$ cat src/drtm_pkg.sv
// Shared constants, types and helpers of the descriptor matcher.
package drtm_pkg;
  localparam int MaxRefs   = 1024;
  localparam int DescWords = 4;
  localparam int IdxW      = 10;
  localparam int WordIdxW  = 2;
  localparam int CountW    = 11;
  localparam int DistW     = 21;
  localparam int Lanes     = 4;
  localparam int AddrW     = 10;
  localparam int WordW     = 64;
  localparam int WordDistW = 19;
  localparam logic [DistW-1:0] DistMax = '1;

  localparam logic CmdStore = 1'b0;
  localparam logic CmdQuery = 1'b1;

  typedef enum logic [1:0] {
    StIdle, StScan, StDrain, StOut
  } state_t;

  typedef struct packed {
    logic            valid;
    logic [IdxW-1:0] index;
    logic [DistW-1:0] dsq;
  } cand_t;

  typedef struct packed {
    logic start;
    logic last;
  } scan_ctl_t;

  function automatic logic [WordDistW-1:0] word_dist(input logic [WordW-1:0] a,
                                                     input logic [WordW-1:0] b);
    logic [WordDistW-1:0] s;
    logic signed [8:0] d;
    s = '0;
    for (int k = 0; k < 8; k++) begin
      d = $signed({1'b0, a[8*k +: 8]}) - $signed({1'b0, b[8*k +: 8]});
      s = s + WordDistW'(d * d);
    end
    return s;
  endfunction
endpackage

$ cat src/drtm_merge.sv
// Sum the lane distances and keep the nearest and second-nearest entries.
module drtm_merge (
  input  logic                                            clk,
  input  logic                                            rst_n,
  input  drtm_pkg::scan_ctl_t                             ctl,
  input  logic [drtm_pkg::IdxW-1:0]                       idx,
  input  logic [drtm_pkg::Lanes-1:0][drtm_pkg::WordDistW-1:0] lane_dist,
  output drtm_pkg::cand_t                                 best_r,
  output drtm_pkg::cand_t                                 second_r
);
  logic [drtm_pkg::DistW:0] sum;
  logic [drtm_pkg::DistW-1:0] d;
  drtm_pkg::cand_t best_nxt, second_nxt;

  always_comb begin
    sum = '0;
    for (int l = 0; l < drtm_pkg::Lanes; l++) begin
      sum = sum + (drtm_pkg::DistW+1)'(lane_dist[l]);
    end
    d = sum[drtm_pkg::DistW] ? drtm_pkg::DistMax : sum[drtm_pkg::DistW-1:0];
  end

  always_comb begin
    best_nxt   = best_r;
    second_nxt = second_r;
    if (ctl.start) begin
      best_nxt   = '0;
      second_nxt = '0;
    end else if (ctl.last) begin
      if (!best_r.valid || d < best_r.dsq) begin
        second_nxt = best_r;
        best_nxt   = '{valid: 1'b1, index: idx, dsq: d};
      end else if (!second_r.valid || d < second_r.dsq) begin
        second_nxt = '{valid: 1'b1, index: idx, dsq: d};
      end
    end
  end

  always_ff @(posedge clk) begin
    if (!rst_n) begin
      best_r   <= '0;
      second_r <= '0;
    end else begin
      best_r   <= best_nxt;
      second_r <= second_nxt;
    end
  end
endmodule

$ cat config.mk
export PLATFORM = sky130hd
export DESIGN_NAME = drtm_merge
export DESIGN_NICKNAME = d
export VERILOG_FILES = /design/src/drtm_pkg.sv /design/src/drtm_merge.sv
export SDC_FILE = /design/constraint.sdc
export NUM_CORES = 1
export LEC_CHECK = 0
export BUFFER_PORTS_ARGS = -buffer_cell sky130_fd_sc_hd__buf_2
export CORE_ASPECT_RATIO = 1.2
export CORE_MARGIN = 8
export CORE_UTILIZATION = 40
export CTS_BUF_LIST = sky130_fd_sc_hd__clkbuf_4
export CTS_CLUSTER_DIAMETER = 80
export CTS_CLUSTER_SIZE = 12
export DETAILED_ROUTE_END_ITERATION = 8
export GPL_TIMING_DRIVEN = 0
export PLACE_DENSITY = 0.66
export REMOVE_ABC_BUFFERS = 1
export SYNTH_ARGS = -nofsm -noshare
export SYNTH_HDL_FRONTEND = slang
export SYNTH_SLANG_ARGS = --single-unit
$ cat constraint.sdc
create_clock -name clk -period 6.2 [get_ports clk]
set_input_delay 1.24 -clock clk [delete_from_list [all_inputs] [get_ports clk]]
set_output_delay 1.24 -clock clk [all_outputs]
set_load 0.02 [all_outputs]
Yosys cells after proc, flatten, opt, wreduce, memory -nomap -nowiden
Index checks and enable logic that the tools add are counted.
Word-level totals
  register bits: 64
  bits of input ports: 90
  output and inout port bits: 64
  logic and storage cells: 23
Cells by class
  add/subtract/negate cells: 3
  magnitude comparators: 2
  multiplexer cells: 3
  bitwise logic cells: 1
  reduce and logical (&&, ||, !) cells: 8
Operators with widths (count)
  32-bit two-way mux: 2
  21-bit < comparator: 2
  21-bit by 19-bit adder with 22-bit output: 1
  20-bit by 19-bit adder with 21-bit output: 1
  21-bit two-way mux: 1
  19-bit by 19-bit adder with 20-bit output: 1
  2-bit AND reduction: 2
  1-bit zero test: 2
  1-bit logical OR: 2
  2-bit nonzero test: 1
  2-bit OR reduction: 1
  1-bit NOT: 1

Logic depth before layout (Yosys ltp)
Gate-level depths: netlist of run 1.
  depth after elaboration: 8
  depth in mapped cells: 24
  mapped depth without buffers: 22

Worst setup path after synthesis of run 1
No wires, ideal clock.
  kind: input-to-reg
  start point: input lane_dist[2] (netlist bit)
  end point: register second_r[21] (netlist bit)
  setup time: 0.126 ns
  data arrival time: 5.958 ns
  required time: 6.074 ns
  slack: 0.116 ns
  stages: 21
  buffers on the path: 2
  cells stage by stage: inv_1 fa_1 fa_1 inv_1 ha_1 a21oi_1 nor2_1 o21ba_4 or3_4 or4_4 and3_1 ha_1 nand4_1 nor4_2 nand2_1 o211ai_4 a31oi_1 buf_6 buf_6 o31ai_1 a31oi_1
Between the ends
  word-level cells in the longest chain between the ends: 8
  elaborated cells on any way between the ends: 11
  classes of those cells: add/sub (3); order compare (2); mux (2); reduce/logical (4)
Ends and longest elaborated chain
  start, declared: RTL line drtm_merge.sv:7  | input logic [drtm_pkg::Lanes-1:0][drtm_pkg::WordDistW-1:0] lane_dist,
  19-bit by 19-bit adder with 20-bit output *: RTL line drtm_merge.sv:18  | sum = sum + (drtm_pkg::DistW+1)'(lane_dist[l]);
  20-bit by 19-bit adder with 21-bit output *: RTL line drtm_merge.sv:18
  21-bit by 19-bit adder with 22-bit output *: RTL line drtm_merge.sv:18
  21-bit two-way mux *: RTL line drtm_merge.sv:20  | d = sum[drtm_pkg::DistW] ? drtm_pkg::DistMax : sum[drtm_pkg::DistW-1:0];
  via d, one bit: RTL line drtm_merge.sv:12  | logic [drtm_pkg::DistW-1:0] d;
  21-bit < comparator, on equally long branches: RTL line drtm_merge.sv:30, drtm_merge.sv:33
  1-bit logical OR, on equally long branches: RTL line drtm_merge.sv:30, drtm_merge.sv:33
  2-bit nonzero test (no line)
  2-bit AND reduction (no line)
  end signal, assigned: RTL line drtm_merge.sv:45  | second_r <= second_nxt;
  end, declared: RTL line drtm_merge.sv:9  | output drtm_pkg::cand_t second_r
Mark *: on every way through the listed nets, which the timed path passes. The rest lies on a longest branch.
A chain may end at the register's enable or synchronous reset.

Final worst setup path of run 1
  start point: input lane_dist[5] (netlist bit)
  end point: register best_r[20] (netlist bit)
Between the ends
  word-level cells in the longest chain between the ends: 7
Ends and longest elaborated chain
  19-bit by 19-bit adder with 20-bit output: RTL line drtm_merge.sv:18
  20-bit by 19-bit adder with 21-bit output: RTL line drtm_merge.sv:18
  21-bit by 19-bit adder with 22-bit output: RTL line drtm_merge.sv:18
  21-bit two-way mux: RTL line drtm_merge.sv:20
  via d, one bit: RTL line drtm_merge.sv:12
  21-bit < comparator: RTL line drtm_merge.sv:30  | if (!best_r.valid || d < best_r.dsq) begin
  1-bit logical OR: RTL line drtm_merge.sv:30
  2-bit AND reduction (no line)
  end signal, assigned: RTL line drtm_merge.sv:44  | best_r <= best_nxt;
  end, declared: RTL line drtm_merge.sv:8  | output drtm_pkg::cand_t best_r,
The timed path passes the listed nets, and every way through them passes these cells.

==> results of run 1 <==
-- cell type report --
type	count	area share (%)
Tap cell	175	2.98
Clock inverter	7	0.527
Antenna cell	1	0.0340
Clock buffer	9	0.918
Timing Repair Buffer	177	14.3
Sequential cell	64	17.4
Inverter	139	7.09
Multi-Input combinational cell	498	56.8
-- power by group through the flow --
stage          logic (mW)  registers, mW  clock network [mW]
2_1_floorplan        1.20          0.560                   0
3_3_place_gp         1.66          0.504                   0
3_5_place_dp         1.70          0.506                   0
4_1_cts              1.91          0.497               0.249
5_1_grt              2.26          0.507               0.270
6_report             2.04          0.499               0.240
-- cell usage after synthesis, types with 11 or more instances --
| library cell | instances |
|---|---|
| clkbuf_1 | 13 |
| a21oi_1 | 39 |
| nand3_1 | 15 |
| fa_1 | 38 |
| a31oi_1 | 34 |
| ha_1 | 60 |
| mux2i_1 | 20 |
| a21o_1 | 11 |
| inv_1 | 138 |
| o21ai_0 | 24 |
| dfxtp_1 | 64 |
| nand2_1 | 71 |
| o31ai_1 | 27 |
| nor3_1 | 18 |
| nor2_1 | 40 |
-- cells by family (layout without fill, tap and decap cells) --
group                    count (synthesis)  in the layout  synth area share [%]
flip-flops                              64             64                  21.7
AND/OR/NAND/NOR                        184            185                  14.5
adder cells (fa/ha/maj)                 98             98                  25.7
buffers and inverters                  170            332                  12.0
AO/OA/AOI/OAI                          185            188                  21.6
other                                    0              1                     0
multiplexers                            21             21                  3.59
XOR/XNOR                                 6              6                 0.892
-- sequential cells by signal (all words and copies together) (netlist names) --
name	count
second_r	32
best_r	32
-- worst max-delay path, cell delays in order --
cell and delay (ns):
buf_2 0.08, inv_1 0.05, fa_1 0.53, inv_1 0.05
fa_1 0.50, ha_2 0.31, a21oi_2 0.16, nand2_2 0.10
o21ba_4 0.23, or3_4 0.40, or4_4 0.50, and3_1 0.22
ha_1 0.33, a21oi_2 0.17, o21a_1 0.16, a2bb2oi_2 0.21
o211ai_4 0.11, buf_12 0.17, buf_4 0.16, a21oi_4 0.24
clkbuf_16 0.23, nor2_1 0.04, a211oi_1 0.19
-- per-stage QoR --
| stage | cell area (µm²) | setup WS, ns | cells | power [mW] |
|---|---|---|---|---|
| 4_1_cts | 7130 | 0.0325 | 1060 | 2.66 |
| 3_3_place_gp | 6690 | -2.53 | 1025 | 2.16 |
| 6_report | 7360 | 0.162 | 1070 | 2.77 |
| 2_1_floorplan | 5710 | -0.828 | 697 | 1.76 |
| 5_1_grt | 7360 | -0.0549 | 1070 | 3.03 |
| 3_5_place_dp | 6740 | -1.36 | 1026 | 2.21 |
-- per-layer routing --
metal	vias to the layer above	share of wire [%]	global-route usage, %
met5	-	0	0
met3	17	5.5	3.47
li1	2825	-	-
met1	2596	43	21.2
met4	0	1.5	5.66
met2	139	50	31.9
-- layout by cell type (no fill, tap or decap), types with 5 or more instances in the layout --
cell        n
buf_12      6
nand2_1    68
and2_1      5
a211oi_1    7
clkbuf_4    9
o21ai_0    24
buf_2     153
mux2i_1    20
a21o_1     11
nand4_1     8
nand3_1    15
nor2_1     39
dfxtp_1    64
a21oi_2     5
nor3_1     17
o21a_1      6
fa_1       38
inv_1     138
o31ai_1    21
ha_1       57
or3_1       5
o31ai_2     6
a21oi_4     5
buf_4      15
a31oi_1    32
a21oi_1    35
-- timing repair --
| action | 4_1_cts | 5_1_grt |
|---|---|---|
| cloned | 4 | 1 |
| endpoints found under the setup margin | 62 | 62 |
| gates resized for setup | 12 | 26 |
| buffers inserted | 14 | 8 |
| pin swaps | 7 | 9 |
-- worst max-delay path by stage --
stage	slack (ns)	from	cells after the start	to
4_1_cts	0.03	lane_dist[2]	22	second_r[17]
5_1_grt	-0.05	lane_dist[1]	24	second_r[0]
6_report	0.16	lane_dist[5]	23	best_r[20]
3_3_place_gp	-2.53	lane_dist[2]	21	second_r[14]
2_1_floorplan	-0.83	lane_dist[2]	19	second_r[2]
3_5_place_dp	-1.36	lane_dist[2]	20	second_r[19]
==> flow_summary.toml, run 1 <==
[sta]
min_period_ns = 6.04
fmax_mhz = 166
skew_ns = 0.0146
timing.final.crit_share_pct = 97.4
hold_slack_ns = 0.491
slew_viol_final = 0
setup_viol = 0
finalSetupTns_ns = 0
rsz0062_at_grt = "yes"
tightest_slew_ns = 0.859
relSlewSlack_pct = 42.7
hold_viol = 0

[setup_path]
endpoint_kind = "flop"
startpoint_type = "input port"
worst-r2r-cell-count = 9
worst_ep_required_time_ns = 6.54
r2r-start = "second_r[7]"
rrSetupSlack_ns = 3.53
critPathArrivalTime_ns = 6.38
path_class = "input port to flop"
cp_max_fo = 7
reg2reg_to = "second_r[17]"

[synth]
synth_area_leaders = "dfxtp_1 22%, fa_1 13%, ha_1 13%, inv_1 8.8%, nand2_1 4.5%"
syn_inst = 728
synth_cell_types = 62
seq_area_frac_synth_pct = 21.7
avgSynthCellArea_um2 = 8.09
async_reset_ff_share_pct = 0
ys_ff_latch = 64
synth_top_cell_by_area = "dfxtp_1"
synth_area_um2 = 5890
synth_edf_count = 0
ys_warn_count = 0
synth_flop_cell = "dfxtp_1"
synth_top_area_share_pct = 21.7

[route]
dr.first_iter.drc_count = 260
drt_pre_antenna_iters = 4
routedWlPerCell_um = 15.9
vias_per_cell = 5.21
drt-total-wl_um = 17000
antenna_left = 0
vias = 5577
drc = 0

[clock_network]
clk_pin_slew_ns = 0.12
tritoncts = "built"
holdBufCountCts = 0
clkLatencyLatePin_ns = 0.44
clk_path_buf_depth = 2
cts_buffers = 9
cts-root-buf = "clkbuf_4"
cts.sinks = 64
htreeDepth = 3

[die]
die-width_um = 127
io_pins = 154
die_height_um = 149
die-area_um2 = 18900
initial_core_util_pct = 40.9
core_area_um2 = 14400
rows = 48

[hold_path]
holdPathEnd = "second_r[25]"
min_path_type = "flop to flop"
min_from = "best_r[25]"
holdPathStages = 2

[placement]
hpwl_um = 12000
gp_congestion = 0.802
io_buffers = 153

[status]
status = "finished clean"

[global_route]
grt_max_degree = 36
grt-ovfl-total = 0
grt_pass1_wl_um = 27400
grt_usage_pct = 17.9
grt_antenna_before_repair = 1
grt_pass1_vias = 5561

[job]
cap_violations = 0

[pwr]
clkPwrFrac_pct = 8.6
netSwitchingPower_mw = 1.41
vdd_ir_drop_max_mv = 0.145
swShare_pct = 50.9
p_leak_nw = 3.52
p_seq_share_pct = 18.0
p_int_mw = 1.36
pwr-share-comb_pct = 73.4
powerDensity_nw_per_um2 = 377

[cells_and_area]
fin_nets = 1077
fillers = 1451
drive_above_1_share_pct = 27.5
area_growth_pct = 24.9
register_area_um2 = 1280
multi_input_area_um2 = 4180
utilization_pct = 51.1
No activity file was read; power rests on OpenSTA's default activity.
==> run 2, diff against run 1 <==
--- a/config.mk
+++ b/config.mk
@@ -5,6 +5,7 @@
 export SDC_FILE = /design/constraint.sdc
 export NUM_CORES = 1
 export LEC_CHECK = 0
+export ABC_AREA = 1
 export BUFFER_PORTS_ARGS = -buffer_cell sky130_fd_sc_hd__buf_2
 export CORE_ASPECT_RATIO = 1.2
 export CORE_MARGIN = 8
==> run 2 against run 1 <==
Net effect: critical endpoint is now second_r[2]; combinational power decreased by 31%; via count up 0.99%; largest cell class unchanged; maximum frequency up 4.1%.
==> flow_summary.toml, run 2 <==
[setup_path]
critPathMaxStageDelay_ns = 0.53
cp_common_cell = "nand2_1"
startpoint_type = "input port"
cp_max_fo = 44
critPathLaunch = "lane_dist[1]"
reg2reg_to = "second_r[11]"
worst_ep_required_time_ns = 6.56
crit_path_top_delay_cell = "fa_1"
critPathArrivalTime_ns = 6.15
rrSetupSlack_ns = 3.70
worst-r2r-cell-count = 15
endpoint_kind = "flop"
path_class = "input port to flop"
cp-endpoint = "second_r[2]"
r2r-start = "best_r[2]"

[route]
wl_met1_um = 6610
drc = 0
dr.max_layer_used = "met4"
wl_met2_um = 7520
vias_per_cell = 4.62
routedWlPerCell_um = 12.6
antenna_left = 0
route.met3.wl_um = 873
dr.first_iter.drc_count = 208
drt-total-wl_um = 15400
vias = 5632
drt_pre_antenna_iters = 4

[clock_network]
cts.sinks = 64
cts-root-buf = "clkbuf_4"
cts_buffers = 9
tritoncts = "built"
clk_pin_slew_ns = 0.11
clkLatencyLatePin_ns = 0.43
htreeDepth = 3
clk_path_buf_depth = 2

[sta]
timing.final.crit_share_pct = 93.5
setup_viol = 0
hold_viol = 0
hold_slack_ns = 0.465
fmax_mhz = 172
min_period_ns = 5.80
skew_ns = 0.0108
rsz0062_at_grt = "no"
relSlewSlack_pct = 62.1
tightest_slew_ns = 0.568
slew_viol_final = 0

[status]
status = "finished clean"

[synth]
synth_most_common_cell = "nand2_1"
ys_ff_latch = 64
synth_top_cell_by_area = "dfxtp_1"
ys_warn_count = 0
synth_cell_types = 30
avgSynthCellArea_um2 = 6.60
syn_inst = 896
synth_flop_cell = "dfxtp_1"
synth_edf_count = 0
synth_area_leaders = "dfxtp_1 22%, nand2_1 16%, fa_1 13%, ha_1 13%, inv_1 12%"
synth_area_um2 = 5910
synth_top_area_share_pct = 21.7
seq_area_frac_synth_pct = 21.7
ys_top_cells_by_count = "253 x nand2_1, 186 x inv_1, 100 x nor2_1"
async_reset_ff_share_pct = 0

[pwr]
p_leak_nw = 3.87
powerDensity_nw_per_um2 = 307
vdd_ir_drop_max_mv = 0.101

[global_route]
grt_max_degree = 45
grt-ovfl-total = 0
grt_usage_pct = 16.5
grt_pass1_wl_um = 25500
grt_pass1_vias = 5653
grt_antenna_before_repair = 1

[placement]
hpwl_um = 11900
io_buffers = 153
gp_congestion = 0.885
post-place-cells = 1201

[cells_and_area]
multi_input_area_um2 = 3830
largestRegisters = "best_r: 32 flops, second_r: 32 flops"
register_area_um2 = 1280
fin_nets = 1227
fillers = 1560
drive_above_1_share_pct = 17.2
layout_commonest_cell = "nand2_1"
instances_no_fill = 1220
most-common-layout-cells = "252 x nand2_1, 185 x inv_1, 153 x buf_2"
area_growth_pct = 18.1

[die]
io_pins = 154
die_height_um = 149
initial_core_util_pct = 41.0
die-width_um = 127
rows = 48
die-area_um2 = 18900
core_area_um2 = 14400

[job]
cap_violations = 0

[hold_path]
min_path_type = "flop to flop"
## run 2: cell types whose count changed in the layout (fill, tap and decap cells not counted), moves of 20 or more
cell,delta
a21oi_1,+30
a31oi_1,-32
inv_1,+47
mux2i_1,-20
nand2_1,+184
nor2_1,+60
o31ai_1,-21
## run 2: layer usage
layer	up-vias	GRT usage, %
met4	0	6.62
met1	2471	18.2
met2	123	30.3
li1	3016	-
met5	-	0
met3	22	3.36
## run 2: cell families after synthesis
kind of cell             count (synthesis)  synth area share [%]
AO/OA/AOI/OAI                          125                  11.0
XOR/XNOR                                 7                  1.04
adder cells (fa/ha/maj)                 98                  25.6
buffers and inverters                  211                  14.4
flip-flops                              64                  21.7
AND/OR/NAND/NOR                        391                  26.3
## run 2: final cells by class
class | instances | area share, %
inverters | 187 | 10.3
flip-flops and latches | 64 | 18.3
repair inverters | 1 | 0.108
multi-input cells | 622 | 54.9
well taps | 175 | 3.14
repair buffers | 154 | 11.4
clock buffers | 9 | 0.968
clock inverters | 7 | 0.896
diodes | 1 | 0.0358
## run 2: critical path, delay by kind of cell
family | cells | cell delay [ns]
buf+inv | 7 | 0.61
simple gates | 20 | 2.28
compound gates | 1 | 0.14
fa+ha+maj | 5 | 1.87
## run 2: stage by stage
stage	instance area, µm²	setup TNS [ns]	worst slack (ns)	utilization, %	total power, mW
floorplan	5760	0	0.148	-	1.52
global placement	6750	-50.92	-1.43	46.8	1.84
detailed placement	6780	-51.69	-1.51	47.0	1.86
CTS	6940	0	0.00625	48.2	2.16
global route	6980	0	0.00595	48.4	2.43
finish	6980	0	0.402	48.4	2.15
## run 2: timing repair
action                     CTS  global route
setup endpoints to repair   62            47
hold endpoints to repair     0             0
hold buffers                 0             0
buffers inserted             0             0
resized for setup            6             5
cloned                       1             1
pin swaps                    0             1
## run 2: how the worst min path moves through the flow
| stage | cells after the start | slack (ns) | start | end |
|---|---|---|---|---|
| after floorplan | 2 | 0.55 | second_r[21] | second_r[21] |
| after global placement | 2 | 0.45 | second_r[29] | second_r[29] |
| after detailed placement | 2 | 0.45 | second_r[25] | second_r[25] |
| after CTS | 2 | 0.47 | second_r[29] | second_r[29] |
| after global routing | 2 | 0.49 | second_r[25] | second_r[25] |
| final | 2 | 0.47 | second_r[21] | second_r[21] |
## run 2: power breakdown
group | switching [mW] | internal (mW) | leakage (nW)
combinational | 0.883 | 0.521 | 3.28
sequential | 0.0162 | 0.439 | 0.522
clock | 0.169 | 0.119 | 0.0668
==> run 3, diff against run 2 <==
--- a/config.mk
+++ b/config.mk
@@ -6,16 +6,17 @@
 export NUM_CORES = 1
 export LEC_CHECK = 0
 export ABC_AREA = 1
+export ABC_CLOCK_PERIOD_IN_PS = 6200
 export BUFFER_PORTS_ARGS = -buffer_cell sky130_fd_sc_hd__buf_2
 export CORE_ASPECT_RATIO = 1.2
 export CORE_MARGIN = 8
-export CORE_UTILIZATION = 40
+export CORE_UTILIZATION = 49
 export CTS_BUF_LIST = sky130_fd_sc_hd__clkbuf_4
 export CTS_CLUSTER_DIAMETER = 80
 export CTS_CLUSTER_SIZE = 12
 export DETAILED_ROUTE_END_ITERATION = 8
 export GPL_TIMING_DRIVEN = 0
-export PLACE_DENSITY = 0.66
+export PLACE_DENSITY = 0.78
 export REMOVE_ABC_BUFFERS = 1
 export SYNTH_ARGS = -nofsm -noshare
 export SYNTH_HDL_FRONTEND = slang
==> run 3 against run 2 <==
Net effect: cell count decreased by 1.1%; utilization up 10 points; critical path depth decreased by 1; die area shrank 16%; register-to-register slack improved by 0.05 ns; final area rose by 0.54%; hold slack barely moved; highest routed layer unchanged.
==> flow_summary.toml, run 3 (synthesis results as in run 2) <==
[status]
status = "finished clean"

[setup_path]
cp_common_cell = "nand2_1"
critPathLaunch = "lane_dist[1]"
worst_ep_required_time_ns = 6.52
worst-r2r-cell-count = 13
critPathMaxStageDelay_ns = 0.53
endpoint_kind = "flop"
r2r-start = "best_r[19]"
rrSetupSlack_ns = 3.75
reg2reg_to = "best_r[15]"
critPathArrivalTime_ns = 6.10
path_class = "input port to flop"
cp-endpoint = "best_r[15]"
startpoint_type = "input port"
cp_max_fo = 29
crit_path_top_delay_cell = "fa_1"

[sta]
slew_viol_final = 0
tightest_slew_ns = 0.598
setup_viol = 0
min_period_ns = 5.78
hold_viol = 0
rsz0062_at_grt = "no"
fmax_mhz = 173
skew_ns = 0.0148
timing.final.crit_share_pct = 93.3
fin_ws_ns = 0.416
relSlewSlack_pct = 60.1
finalSetupTns_ns = 0

[global_route]
use_met1_pct = 21.5
grt.busiest_layer = "met2"
met3_usage_pct = 4.04
grt_max_degree = 46
grt_pass1_wl_um = 24700
grt_usage_pct = 19.3
grt_antenna_before_repair = 1
grt-ovfl-total = 0
grt_util_met2_pct = 34.7
grt_pass1_vias = 5645

[route]
drt_pre_antenna_iters = 5
vias_per_cell = 4.81
dr.first_iter.drc_count = 343
drt-total-wl_um = 15500
vias = 5805
drc = 0
routedWlPerCell_um = 12.8
antenna_left = 0

[hold_path]
min_from = "second_r[28]"
holdPathStages = 2
min_path_type = "flop to flop"

[clock_network]
clk_pin_slew_ns = 0.12
htreeDepth = 3
clk_path_buf_depth = 2
clkLatencyLatePin_ns = 0.42
cts-root-buf = "clkbuf_4"
cts_buffers = 9
tritoncts = "built"
cts.sinks = 64
post-cts-setup-buffers = 0
holdBufCountCts = 0

[pwr]
p_total_mw = 2.21
vdd_ir_drop_max_mv = 0.108
powerDensity_nw_per_um2 = 314
p_leak_nw = 3.90

[cells_and_area]
register_area_um2 = 1280
fillers = 1196
layout_commonest_cell = "nand2_1"
fin_nets = 1229
area_growth_pct = 18.8
multi_input_area_um2 = 3870
largestRegisters = "best_r: 32 flops, second_r: 32 flops"
most-common-layout-cells = "252 x nand2_1, 185 x inv_1, 153 x buf_2"
drive_above_1_share_pct = 17.5

[die]
die-width_um = 116
die_height_um = 136
io_pins = 154
initial_core_util_pct = 49.5
rows = 44
core_area_um2 = 11900
die-area_um2 = 15800

[placement]
hpwl_um = 11600
io_buffers = 153
dp_slack_ns = -1.37
gp_congestion = 0.887

[job]
cap_violations = 0
-- run 3: cell count changes in the layout (fill, tap and decap cells not counted) --
| cell | delta |
|---|---|
| clkinv_1 | -2 |
| nand2_4 | +2 |
| buf_12 | +1 |
| buf_16 | -1 |
| bufinv_16 | +1 |
| clkinv_8 | -1 |
| inv_16 | +1 |
| nand2_2 | -1 |
| nand2_8 | +1 |
| o21ai_0 | -1 |
| o21ai_1 | +1 |
-- run 3: power by group --
group	switching, mW	leakage, nW	total [mW]	internal (mW)
sequential	0.0172	0.522	0.456	0.439
clock	0.163	0.0778	0.322	0.160
combinational	0.902	3.30	1.43	0.525
-- run 3: critical path, delay by kind of cell --
family / cells / cell delay, ns
simple gates: 18 / 2.02
compound gates: 2 / 0.31
buf+inv: 7 / 0.65
fa+ha+maj: 5 / 1.87
-- run 3: worst min-delay path by stage --
stage	to	slack, ns
5_1_grt	second_r[22]	0.49
2_1_floorplan	second_r[21]	0.55
6_report	second_r[28]	0.47
3_3_place_gp	second_r[28]	0.45
4_1_cts	second_r[26]	0.47
3_5_place_dp	second_r[21]	0.45
-- run 3: stage by stage --
stage	cell area, µm²	hold slack, ns	utilization, %	cells
CTS	6920	0.470	57.9	1202
finish	7020	0.466	58.8	1207
global placement	6730	0.449	56.3	1186
floorplan	5760	0.545	-	872
global route	7020	0.495	58.8	1207
detailed placement	6760	0.453	56.6	1187
-- run 3: layout make-up --
| class | count | area share (%) |
|---|---|---|
| timing repair inverter | 1 | 0.107 |
| clock buffer | 9 | 0.962 |
| multi-input combinational | 624 | 55.1 |
| sequential | 64 | 18.2 |
| clock inverter | 6 | 1.21 |
| tap | 161 | 2.87 |
| antenna | 1 | 0.0356 |
| inverter | 187 | 10.3 |
| timing repair buffer | 154 | 11.2 |
-- run 3: timing repair --
item,in CTS,in global routing
resized for setup,3,13
pin swaps,0,2
gates cloned,0,4
endpoints found under the setup margin,62,47
-- run 3: layer usage --
layer	share of wire, %	vias to the layer above
li1	-	3025
met1	41	2589
met2	50	163
met3	6.9	28
met4	2.2	0
met5	0	-
